--- src/design/drlm_pkg.sv ---
// Shared types, codes and constants of the damage rectangle list.
package drlm_pkg;

    localparam int DEF_CAPACITY    = 16;
    localparam int DEF_COORD_WIDTH = 16;
    localparam int MAX_OUT         = 16;
    localparam int FIELD_W         = 16;
    localparam int CNT_OUT_W       = 5;

    typedef enum logic [1:0] {
        OP_ADD   = 2'd0,
        OP_CLEAR = 2'd1,
        OP_READ  = 2'd2,
        OP_NONE  = 2'd3
    } t_opcode;

    typedef enum logic [2:0] {
        STAT_ADDED    = 3'd0,
        STAT_SKIPPED  = 3'd1,
        STAT_OVERFLOW = 3'd2,
        STAT_CLEARED  = 3'd3,
        STAT_READOUT  = 3'd4
    } t_status;

    typedef enum logic [1:0] {
        S_IDLE,
        S_SCAN,
        S_READ,
        S_FINISH
    } t_state;

    typedef struct packed {
        t_opcode                    opcode;
        logic signed [FIELD_W-1:0]  rect_left;
        logic signed [FIELD_W-1:0]  rect_top;
        logic signed [FIELD_W-1:0]  rect_right;
        logic signed [FIELD_W-1:0]  rect_bottom;
    } t_cmd;

    typedef struct packed {
        t_status                    status;
        logic [CNT_OUT_W-1:0]       removed_count;
        logic [CNT_OUT_W-1:0]       entry_count;
        logic                       entry_valid;
        logic signed [FIELD_W-1:0]  out_left;
        logic signed [FIELD_W-1:0]  out_top;
        logic signed [FIELD_W-1:0]  out_right;
        logic signed [FIELD_W-1:0]  out_bottom;
        logic                       last_result;
    } t_result;

    typedef struct packed {
        logic shift;
        logic load;
    } t_cell_ctl;

    typedef struct packed {
        logic a_covers_b;
        logic b_covers_a;
        logic same;
    } t_cmp_res;

    function automatic t_result mk_result(t_status st, logic [CNT_OUT_W-1:0] rem,
                                          logic [CNT_OUT_W-1:0] cnt, logic last);
        t_result r;
        r               = '0;
        r.status        = st;
        r.removed_count = rem;
        r.entry_count   = cnt;
        r.last_result   = last;
        return r;
    endfunction

endpackage

--- src/design/drlm_cell.sv ---
// One storage cell of the rectangle chain: loads a broadcast entry or takes its neighbor's.
module drlm_cell #(
    parameter int DATA_WIDTH = 4 * drlm_pkg::DEF_COORD_WIDTH
) (
    input  logic                    i_clk,
    input  drlm_pkg::t_cell_ctl     i_ctl,
    input  logic [DATA_WIDTH-1:0]   i_load_data,
    input  logic [DATA_WIDTH-1:0]   i_next,
    output logic [DATA_WIDTH-1:0]   o_data
);

    logic [DATA_WIDTH-1:0] r_data;

    always_ff @(posedge i_clk) begin
        if (i_ctl.load) begin
            r_data <= i_load_data;
        end else if (i_ctl.shift) begin
            r_data <= i_next;
        end
    end

    assign o_data = r_data;

endmodule

--- src/design/drlm_cmp.sv ---
// Containment and equality compare of two rectangles (left, top, right, bottom).
module drlm_cmp #(
    parameter int COORD_WIDTH = drlm_pkg::DEF_COORD_WIDTH
) (
    input  logic [4*COORD_WIDTH-1:0] i_a,
    input  logic [4*COORD_WIDTH-1:0] i_b,
    output drlm_pkg::t_cmp_res       o_res
);

    logic signed [COORD_WIDTH-1:0] w_al, w_at, w_ar, w_ab;
    logic signed [COORD_WIDTH-1:0] w_bl, w_bt, w_br, w_bb;
    logic w_a_empty, w_b_empty, w_a_le, w_b_le;

    assign w_al = i_a[COORD_WIDTH-1:0];
    assign w_at = i_a[2*COORD_WIDTH-1:COORD_WIDTH];
    assign w_ar = i_a[3*COORD_WIDTH-1:2*COORD_WIDTH];
    assign w_ab = i_a[4*COORD_WIDTH-1:3*COORD_WIDTH];
    assign w_bl = i_b[COORD_WIDTH-1:0];
    assign w_bt = i_b[2*COORD_WIDTH-1:COORD_WIDTH];
    assign w_br = i_b[3*COORD_WIDTH-1:2*COORD_WIDTH];
    assign w_bb = i_b[4*COORD_WIDTH-1:3*COORD_WIDTH];

    assign w_a_empty = (w_al >= w_ar) || (w_at >= w_ab);
    assign w_b_empty = (w_bl >= w_br) || (w_bt >= w_bb);

    // a inside b / b inside a, edges only
    assign w_a_le = (w_bl <= w_al) && (w_bt <= w_at) && (w_br >= w_ar) && (w_bb >= w_ab);
    assign w_b_le = (w_al <= w_bl) && (w_at <= w_bt) && (w_ar >= w_br) && (w_ab >= w_bb);

    always_comb begin
        o_res.a_covers_b = !w_a_empty && !w_b_empty && w_b_le;
        o_res.b_covers_a = !w_a_empty && !w_b_empty && w_a_le;
        o_res.same       = (i_a == i_b);
    end

endmodule

--- src/design/damage_rect_list_merge_top.sv ---
// Damage rectangle list: add with merge, clear and read-out over a rotating chain of cells.
// Add: busy to scan each stored entry and finish, result strobe in the first cycle busy is low.
// Read-out: busy while the entries rotate once, one result per cycle for up to 16 entries;
// results are registered from S_READ; if 16 or fewer, the last is in the first cycle busy is low.
// Clear, empty read-out: result in the next cycle, busy stays low; the receiver cannot stall.
// Synchronous active-low reset empties the list; cell contents are not cleared.
module damage_rect_list_merge_top #(
    parameter int CAPACITY    = drlm_pkg::DEF_CAPACITY,
    parameter int COORD_WIDTH = drlm_pkg::DEF_COORD_WIDTH
) (
    input  logic              i_clk,
    input  logic              i_rst_n,
    input  logic              start,
    output logic              busy,
    input  drlm_pkg::t_cmd    i_cmd,
    output logic              o_result_strobe,
    output drlm_pkg::t_result o_result
);

    localparam int CNT_W = $clog2(CAPACITY + 1);
    localparam int IDX_W = (CAPACITY > 1) ? $clog2(CAPACITY) : 1;
    localparam int DW    = 4 * COORD_WIDTH;
    localparam int XW    = (COORD_WIDTH > drlm_pkg::FIELD_W) ? COORD_WIDTH : drlm_pkg::FIELD_W;
    localparam int READ_LIM = (CAPACITY < drlm_pkg::MAX_OUT) ? CAPACITY : drlm_pkg::MAX_OUT;

    drlm_pkg::t_state  r_state, n_state;
    logic [CNT_W-1:0]  r_count, n_count;
    logic [CNT_W-1:0]  r_occ, n_occ;
    logic [CNT_W-1:0]  r_step, n_step;
    logic [CNT_W-1:0]  r_removed, n_removed;
    logic              r_skip, n_skip;
    logic              r_nochk, n_nochk;
    logic [DW-1:0]     r_nb, n_nb;
    logic              r_strobe, n_strobe;
    drlm_pkg::t_result r_result, n_result;

    logic [DW-1:0]       w_cell_data [CAPACITY];
    drlm_pkg::t_cell_ctl w_cell_ctl  [CAPACITY];
    logic [DW-1:0]       w_head;
    logic [DW-1:0]       w_nb_in;
    logic [DW-1:0]       w_load_data;
    logic                w_shift, w_load;
    logic [IDX_W-1:0]    w_load_idx;
    drlm_pkg::t_cmp_res  w_cmp;
    logic                w_rm, w_cv, w_scan_last, w_read_last;
    logic [XW-1:0]       w_in_ext  [4];
    logic [XW-1:0]       w_out_ext [4];
    logic [drlm_pkg::FIELD_W-1:0] w_in_f [4];
    int unsigned         w_read_n;

    // input coordinates, zero-extended or truncated to COORD_WIDTH
    assign w_in_f[0] = i_cmd.rect_left;
    assign w_in_f[1] = i_cmd.rect_top;
    assign w_in_f[2] = i_cmd.rect_right;
    assign w_in_f[3] = i_cmd.rect_bottom;

    always_comb begin
        for (int k = 0; k < 4; k++) begin
            w_in_ext[k] = XW'($unsigned(w_in_f[k]));
            w_nb_in[k*COORD_WIDTH +: COORD_WIDTH] = w_in_ext[k][COORD_WIDTH-1:0];
            w_out_ext[k] = XW'($signed(w_head[k*COORD_WIDTH +: COORD_WIDTH]));
        end
    end

    // cell chain, cell 0 is the head
    assign w_head = w_cell_data[0];

    for (genvar k = 0; k < CAPACITY; k++) begin : g_cell
        logic [DW-1:0] w_next;
        if (k == CAPACITY - 1) begin : g_tail
            assign w_next = '0;
        end else begin : g_mid
            assign w_next = w_cell_data[k+1];
        end

        always_comb begin
            w_cell_ctl[k].shift = w_shift;
            w_cell_ctl[k].load  = w_load && (w_load_idx == IDX_W'(k));
        end

        drlm_cell #(
            .DATA_WIDTH (DW)
        ) u_cell (
            .i_clk       (i_clk),
            .i_ctl       (w_cell_ctl[k]),
            .i_load_data (w_load_data),
            .i_next      (w_next),
            .o_data      (w_cell_data[k])
        );
    end

    drlm_cmp #(
        .COORD_WIDTH (COORD_WIDTH)
    ) u_cmp (
        .i_a   (r_nb),
        .i_b   (w_head),
        .o_res (w_cmp)
    );

    assign w_rm        = !r_skip && !w_cmp.same && w_cmp.a_covers_b;
    assign w_cv        = !r_skip && !r_nochk && w_cmp.b_covers_a;
    assign w_scan_last = (r_step == r_count - CNT_W'(1));
    assign w_read_n    = (32'(r_count) < 32'(READ_LIM)) ? 32'(r_count) : 32'(READ_LIM);
    assign w_read_last = (32'(r_step) + 32'd1 == w_read_n);

    always_comb begin
        n_state     = r_state;
        n_count     = r_count;
        n_occ       = r_occ;
        n_step      = r_step;
        n_removed   = r_removed;
        n_skip      = r_skip;
        n_nochk     = r_nochk;
        n_nb        = r_nb;
        n_strobe    = 1'b0;
        n_result    = r_result;
        w_shift     = 1'b0;
        w_load      = 1'b0;
        w_load_idx  = '0;
        w_load_data = w_head;

        unique case (r_state)
            drlm_pkg::S_IDLE: begin
                if (start) begin
                    unique case (i_cmd.opcode)
                        drlm_pkg::OP_ADD: begin
                            n_nb      = w_nb_in;
                            n_occ     = r_count;
                            n_step    = '0;
                            n_removed = '0;
                            n_skip    = 1'b0;
                            n_nochk   = 1'b0;
                            n_state   = (r_count == '0) ? drlm_pkg::S_FINISH
                                                        : drlm_pkg::S_SCAN;
                        end
                        drlm_pkg::OP_CLEAR: begin
                            n_count  = '0;
                            n_strobe = 1'b1;
                            n_result = drlm_pkg::mk_result(drlm_pkg::STAT_CLEARED, '0, '0, 1'b1);
                        end
                        drlm_pkg::OP_READ: begin
                            if (r_count == '0) begin
                                n_strobe = 1'b1;
                                n_result = drlm_pkg::mk_result(drlm_pkg::STAT_READOUT, '0,
                                               drlm_pkg::CNT_OUT_W'(r_count), 1'b1);
                            end else begin
                                n_step  = '0;
                                n_state = drlm_pkg::S_READ;
                            end
                        end
                        drlm_pkg::OP_NONE: begin
                        end
                    endcase
                end
            end

            drlm_pkg::S_SCAN: begin
                // pop head; survivors re-enter behind the unscanned entries
                w_shift = 1'b1;
                if (w_rm) begin
                    n_occ     = r_occ - CNT_W'(1);
                    n_removed = r_removed + CNT_W'(1);
                    n_nochk   = 1'b1;
                end else begin
                    w_load     = 1'b1;
                    w_load_idx = IDX_W'(r_occ - CNT_W'(1));
                end
                if (w_cv) begin
                    n_skip = 1'b1;
                end
                n_step = r_step + CNT_W'(1);
                if (w_scan_last) begin
                    n_state = drlm_pkg::S_FINISH;
                end
            end

            drlm_pkg::S_READ: begin
                w_shift    = 1'b1;
                w_load     = 1'b1;
                w_load_idx = IDX_W'(r_count - CNT_W'(1));
                if (32'(r_step) < w_read_n) begin
                    n_strobe = 1'b1;
                    n_result = drlm_pkg::mk_result(drlm_pkg::STAT_READOUT, '0,
                                   drlm_pkg::CNT_OUT_W'(r_count), w_read_last);
                    n_result.entry_valid = 1'b1;
                    n_result.out_left    = w_out_ext[0][drlm_pkg::FIELD_W-1:0];
                    n_result.out_top     = w_out_ext[1][drlm_pkg::FIELD_W-1:0];
                    n_result.out_right   = w_out_ext[2][drlm_pkg::FIELD_W-1:0];
                    n_result.out_bottom  = w_out_ext[3][drlm_pkg::FIELD_W-1:0];
                end
                n_step = r_step + CNT_W'(1);
                if (w_scan_last) begin
                    n_state = drlm_pkg::S_IDLE;
                end
            end

            drlm_pkg::S_FINISH: begin
                n_state  = drlm_pkg::S_IDLE;
                n_strobe = 1'b1;
                priority if (r_skip) begin
                    n_result = drlm_pkg::mk_result(drlm_pkg::STAT_SKIPPED, '0,
                                   drlm_pkg::CNT_OUT_W'(r_count), 1'b1);
                end else if (32'(r_occ) >= 32'(CAPACITY)) begin
                    n_count  = r_occ;
                    n_result = drlm_pkg::mk_result(drlm_pkg::STAT_OVERFLOW,
                                   drlm_pkg::CNT_OUT_W'(r_removed),
                                   drlm_pkg::CNT_OUT_W'(r_occ), 1'b1);
                end else begin
                    w_load      = 1'b1;
                    w_load_idx  = IDX_W'(r_occ);
                    w_load_data = r_nb;
                    n_count     = r_occ + CNT_W'(1);
                    n_result    = drlm_pkg::mk_result(drlm_pkg::STAT_ADDED,
                                      drlm_pkg::CNT_OUT_W'(r_removed),
                                      drlm_pkg::CNT_OUT_W'(r_occ + CNT_W'(1)), 1'b1);
                end
            end
        endcase
    end

    always_ff @(posedge i_clk) begin
        if (!i_rst_n) begin
            r_state  <= drlm_pkg::S_IDLE;
            r_count  <= '0;
            r_strobe <= 1'b0;
        end else begin
            r_state  <= n_state;
            r_count  <= n_count;
            r_strobe <= n_strobe;
        end
    end

    always_ff @(posedge i_clk) begin
        r_occ     <= n_occ;
        r_step    <= n_step;
        r_removed <= n_removed;
        r_skip    <= n_skip;
        r_nochk   <= n_nochk;
        r_nb      <= n_nb;
        r_result  <= n_result;
    end

    assign busy            = (r_state != drlm_pkg::S_IDLE);
    assign o_result_strobe = r_strobe;
    assign o_result        = r_result;

`ifndef SYNTHESIS
    a_count_range: assert property (@(posedge i_clk) disable iff (!i_rst_n)
        32'(r_count) <= 32'(CAPACITY))
        else $error("entry count above capacity");

    a_clear_result: assert property (@(posedge i_clk) disable iff (!i_rst_n)
        (start && !busy && i_cmd.opcode == drlm_pkg::OP_CLEAR) |=>
        (o_result_strobe && o_result.status == drlm_pkg::STAT_CLEARED &&
         o_result.entry_count == '0 && o_result.last_result))
        else $error("clear did not report");

    a_unused_silent: assert property (@(posedge i_clk) disable iff (!i_rst_n)
        (start && !busy && i_cmd.opcode == drlm_pkg::OP_NONE) |=> !o_result_strobe)
        else $error("unused opcode produced a result");

    a_scan_occ: assert property (@(posedge i_clk) disable iff (!i_rst_n)
        (r_state == drlm_pkg::S_SCAN) |->
        (r_occ <= r_count && r_occ != '0 && r_step < r_count))
        else $error("scan occupancy out of range");
`endif

endmodule
--- config.mk ---
export PLATFORM = sky130hd
export DESIGN_NAME = damage_rect_list_merge_top
export DESIGN_NICKNAME = d
export VERILOG_FILES = /design/src/design/drlm_pkg.sv /design/src/design/drlm_cell.sv /design/src/design/drlm_cmp.sv /design/src/design/damage_rect_list_merge_top.sv
export SDC_FILE = /design/constraint.sdc
export NUM_CORES = 2
export LEC_CHECK = 0
export BUFFER_PORTS_ARGS = -buffer_cell sky130_fd_sc_hd__buf_2
export CORE_AREA = 2 2 370 372
export CTS_BUF_LIST = sky130_fd_sc_hd__clkbuf_4 sky130_fd_sc_hd__clkbuf_8
export CTS_CLUSTER_DIAMETER = 150
export DETAILED_ROUTE_END_ITERATION = 10
export DIE_AREA = 0 0 372 374
export HOLD_SLACK_MARGIN = 0.1
export SLEW_MARGIN = 30
export SYNTH_ARGS = -nofsm -noshare
export SYNTH_HDL_FRONTEND = slang
export SYNTH_SLANG_ARGS = --single-unit
--- constraint.sdc ---
create_clock -name i_clk -period 9.1 [get_ports i_clk]
set_input_delay 1.82 -clock i_clk [delete_from_list [all_inputs] [get_ports i_clk]]
set_output_delay 1.82 -clock i_clk [all_outputs]
set_load 0.02 [all_outputs]
==> run metrics <==
wire per inst=24.0 µm; vias=a little under 30000; Total Power=around 25 mW; post-placement cell area=56800 µm²; Vias/cell=5.33; Startpoint Class=flip-flop; NumNets Final=3759; fin area=60700 µm²; Antenna Nets Post-Route=0; global-route wire length before repair=196000 µm; Total GRT Usage=19.0%; initial antenna violation count=13; Max clock buf depth=3; worst r2r src=r_nb[29]; synthesized area=53800 µm²; critical path buffer and inverter count=2; run status=finished clean; final hold vios=0; Total Die Area=around 140000 µm²; Setup Crit Path Kind=reg2reg; Commonest cells post-synth=edfxtp_1 (1184), mux2_2 (572), mux2_1 (391); flops & latches, synth=1192; Clk pin slew, worst setup/hold paths=0.07 ns; clock net sink count=between 1000 and 1500; max-cap violations=0; warnings from Yosys=0; post-synth cell types=68; DRC marker count from the first detailed-route iteration=2385; number of synthesized flops with an enable pin=around 1200; CP top delay family=simple AND/OR/NAND/NOR gates; unrepaired setup endpoints after global routing=no; pin count of the biggest net entering global routing=slightly above 70; number of global-route vias before repair=29300; maximum vdd drop=0.000338 V; worst-skew pair later-pin latency=0.91 ns; chip height=between 300 and 400 µm; # DRC=0; CP max stage cell=buf_4; Synth area leaders=edfxtp_1 (66%), mux2_2 (12%), mux2_1 (8.2%); share of cells above drive strength 1=32.1%; critical-path cell list=ha_1 -> nand4_1 -> or4_1 -> a21o_1 -> a32oi_1 -> o21ai_0 -> nand4_1 -> o21ba_1 -> o21ai_1 -> nor4_2 -> buf_4 -> or2_4 -> buf_4; synthesis-to-layout area growth=12.9%; total routed wirelength=between 100000 and 150000 µm; top cell type's share of synthesized area=66.1%; Layout Cells excl Fill=5490; CTS tree=done; post-detailed-placement half-perimeter wirelength=81000 µm; Worst Setup End Kind=flip-flop; routability congestion estimate=0.841; Worst Path Required=9.60 ns; post-cts hold buffer count=0; Layout fillers=11900; minimum clock period=6.32 ns; top_reg_cell synth=edfxtp_1; Worst Hold Class=reg2reg; Pleak=21.4 nW; top-count cell post-synth=edfxtp_1; Worst path max stage delay=0.75 ns; dpl cells=5125; core area=135000 µm²; Ports=150; Final Cycle Share=between 60% and 70%; Fmax achieved=158 MHz; Seq/Total Area, Yosys=66.4%; H-tree Lvls=4; Post-Route Utilization=between 40% and 50%; Final Setup Violations=0; hold_sp=g_cell[5].u_cell.o_data[59]; Cell Rows=about 140; Initial Util=39.9%; post-CTS setup buffer count=0; Die W=372 µm; setup TNS=0 ns; Max-slew headroom=32.9%; total grt overflow=0; cell taking the most area after synthesis=edfxtp_1; Pwr Density=410 nW/µm²; asr flop ratio synth=0%; post_cts resized=0; Clock Skew=0.0498 ns; max-slew violation count=0; first drt pass iteration count=5; synthesized instance count=approximately 3300; TritonCTS Buffers=196; CP Launch Point=r_nb[29]; Syn Area/Cell=16.3 µm²; Post-Syn Nets=3518; I/O Buffers=149; worst-margin pin slew=1.01 ns; CP Max Fanout=40; Arrival @ worst endpoint=6.82 ns; root buffer cell=clkbuf_8
==> state kept, by name, indices dropped and copies added, names as in the netlist <==
signal and flops:
r_state 2, r_skip 1, r_nochk 1, r_nb 64, g_cell.u_cell.o_data 1024, r_occ 5
r_step 5, r_removed 5, o_result 79, r_count 5, o_result_strobe 1
==> kinds of logic (layout without fill, tap and decap cells) <==
group / Yosys count / in the layout / share of synthesized area, %
adder cells (fa/ha/maj): 147 / 147 / 3.42
buffers and inverters: 332 / 736 / 2.83
XOR/XNOR: 21 / 21 / 0.342
other: 0 / 3 / 0
flip-flops: 1192 / 1192 / 66.4
AO/OA/AOI/OAI: 226 / 226 / 2.56
AND/OR/NAND/NOR: 419 / 419 / 4.25
multiplexers: 965 / 965 / 20.2
==> cell type report <==
class	count	area [µm²]	area share [%]
Antenna cell	3	7.51	0.0124
Sequential cell	1192	35700	58.8
Inverter	123	462	0.760
Timing Repair Buffer	252	1690	2.78
Tap cell	1781	2230	3.67
Multi-Input combinational cell	1778	16800	27.6
Clock inverter	93	602	0.991
Clock buffer	268	3240	5.34
==> stage by stage <==
stage	hold WS (ns)	setup slack (ns)
2_1_floorplan	0.482	0.203
3_3_place_gp	0.503	2.75
3_5_place_dp	0.510	2.99
4_1_cts	0.509	2.93
5_1_grt	0.521	2.59
6_report	0.503	2.78
==> worst paths after layout <==
path	endpoint	slack, ns	cells after the start
setup / recovery	g_cell[13].u_cell.o_data[37]	2.78	13
hold / removal	g_cell[4].u_cell.o_data[59]	0.50	1
setup reg to reg	g_cell[13].u_cell.o_data[37]	2.78	13
hold reg to reg	g_cell[4].u_cell.o_data[59]	0.50	1
==> cell usage in the layout (no fill, tap or decap), drive strengths merged, types with 28 or more instances in the layout <==
cell | netlist | final
edfxtp | 1184 | 1184
mux2 | 963 | 963
clkbuf | 102 | 268
buf | 107 | 252
ha | 147 | 147
inv | 123 | 131
nand2 | 111 | 111
o21ai | 100 | 100
nor2b | 80 | 80
and2 | 77 | 77
clkinv | 0 | 75
a21oi | 55 | 55
nand4 | 32 | 32
nor2 | 28 | 28
==> worst register-to-register path, cell delays in order, from the launching register on <==
cell and delay, ns:
edfxtp_1 0.52, ha_1 0.37, nand4_1 0.15, or4_1 0.68
a21o_1 0.23, a32oi_1 0.54, o21ai_0 0.51, nand4_1 0.35
o21ba_1 0.24, o21ai_1 0.20, nor4_2 0.36, buf_4 0.44
or2_4 0.52, buf_4 0.76
==> metal layers <==
metal / routed length, µm / part of all wire, % / track usage (%)
met5: 21 / 0.016 / 0
met4: 2680 / 2.0 / 5.12
met3: 9360 / 7.1 / 4.62
met2: 58700 / 45 / 28.8
met1: 60900 / 46 / 27.1
==> report_power, final <==
part	leakage, nW	internal [mW]	switching [mW]
Sequential	11.3	10.8	0.828
Combinational	8.07	2.91	5.71
Clock	2.04	2.46	2.22
Total	21.4	16.1	8.76
No activity file was read; power rests on OpenSTA's default activity.
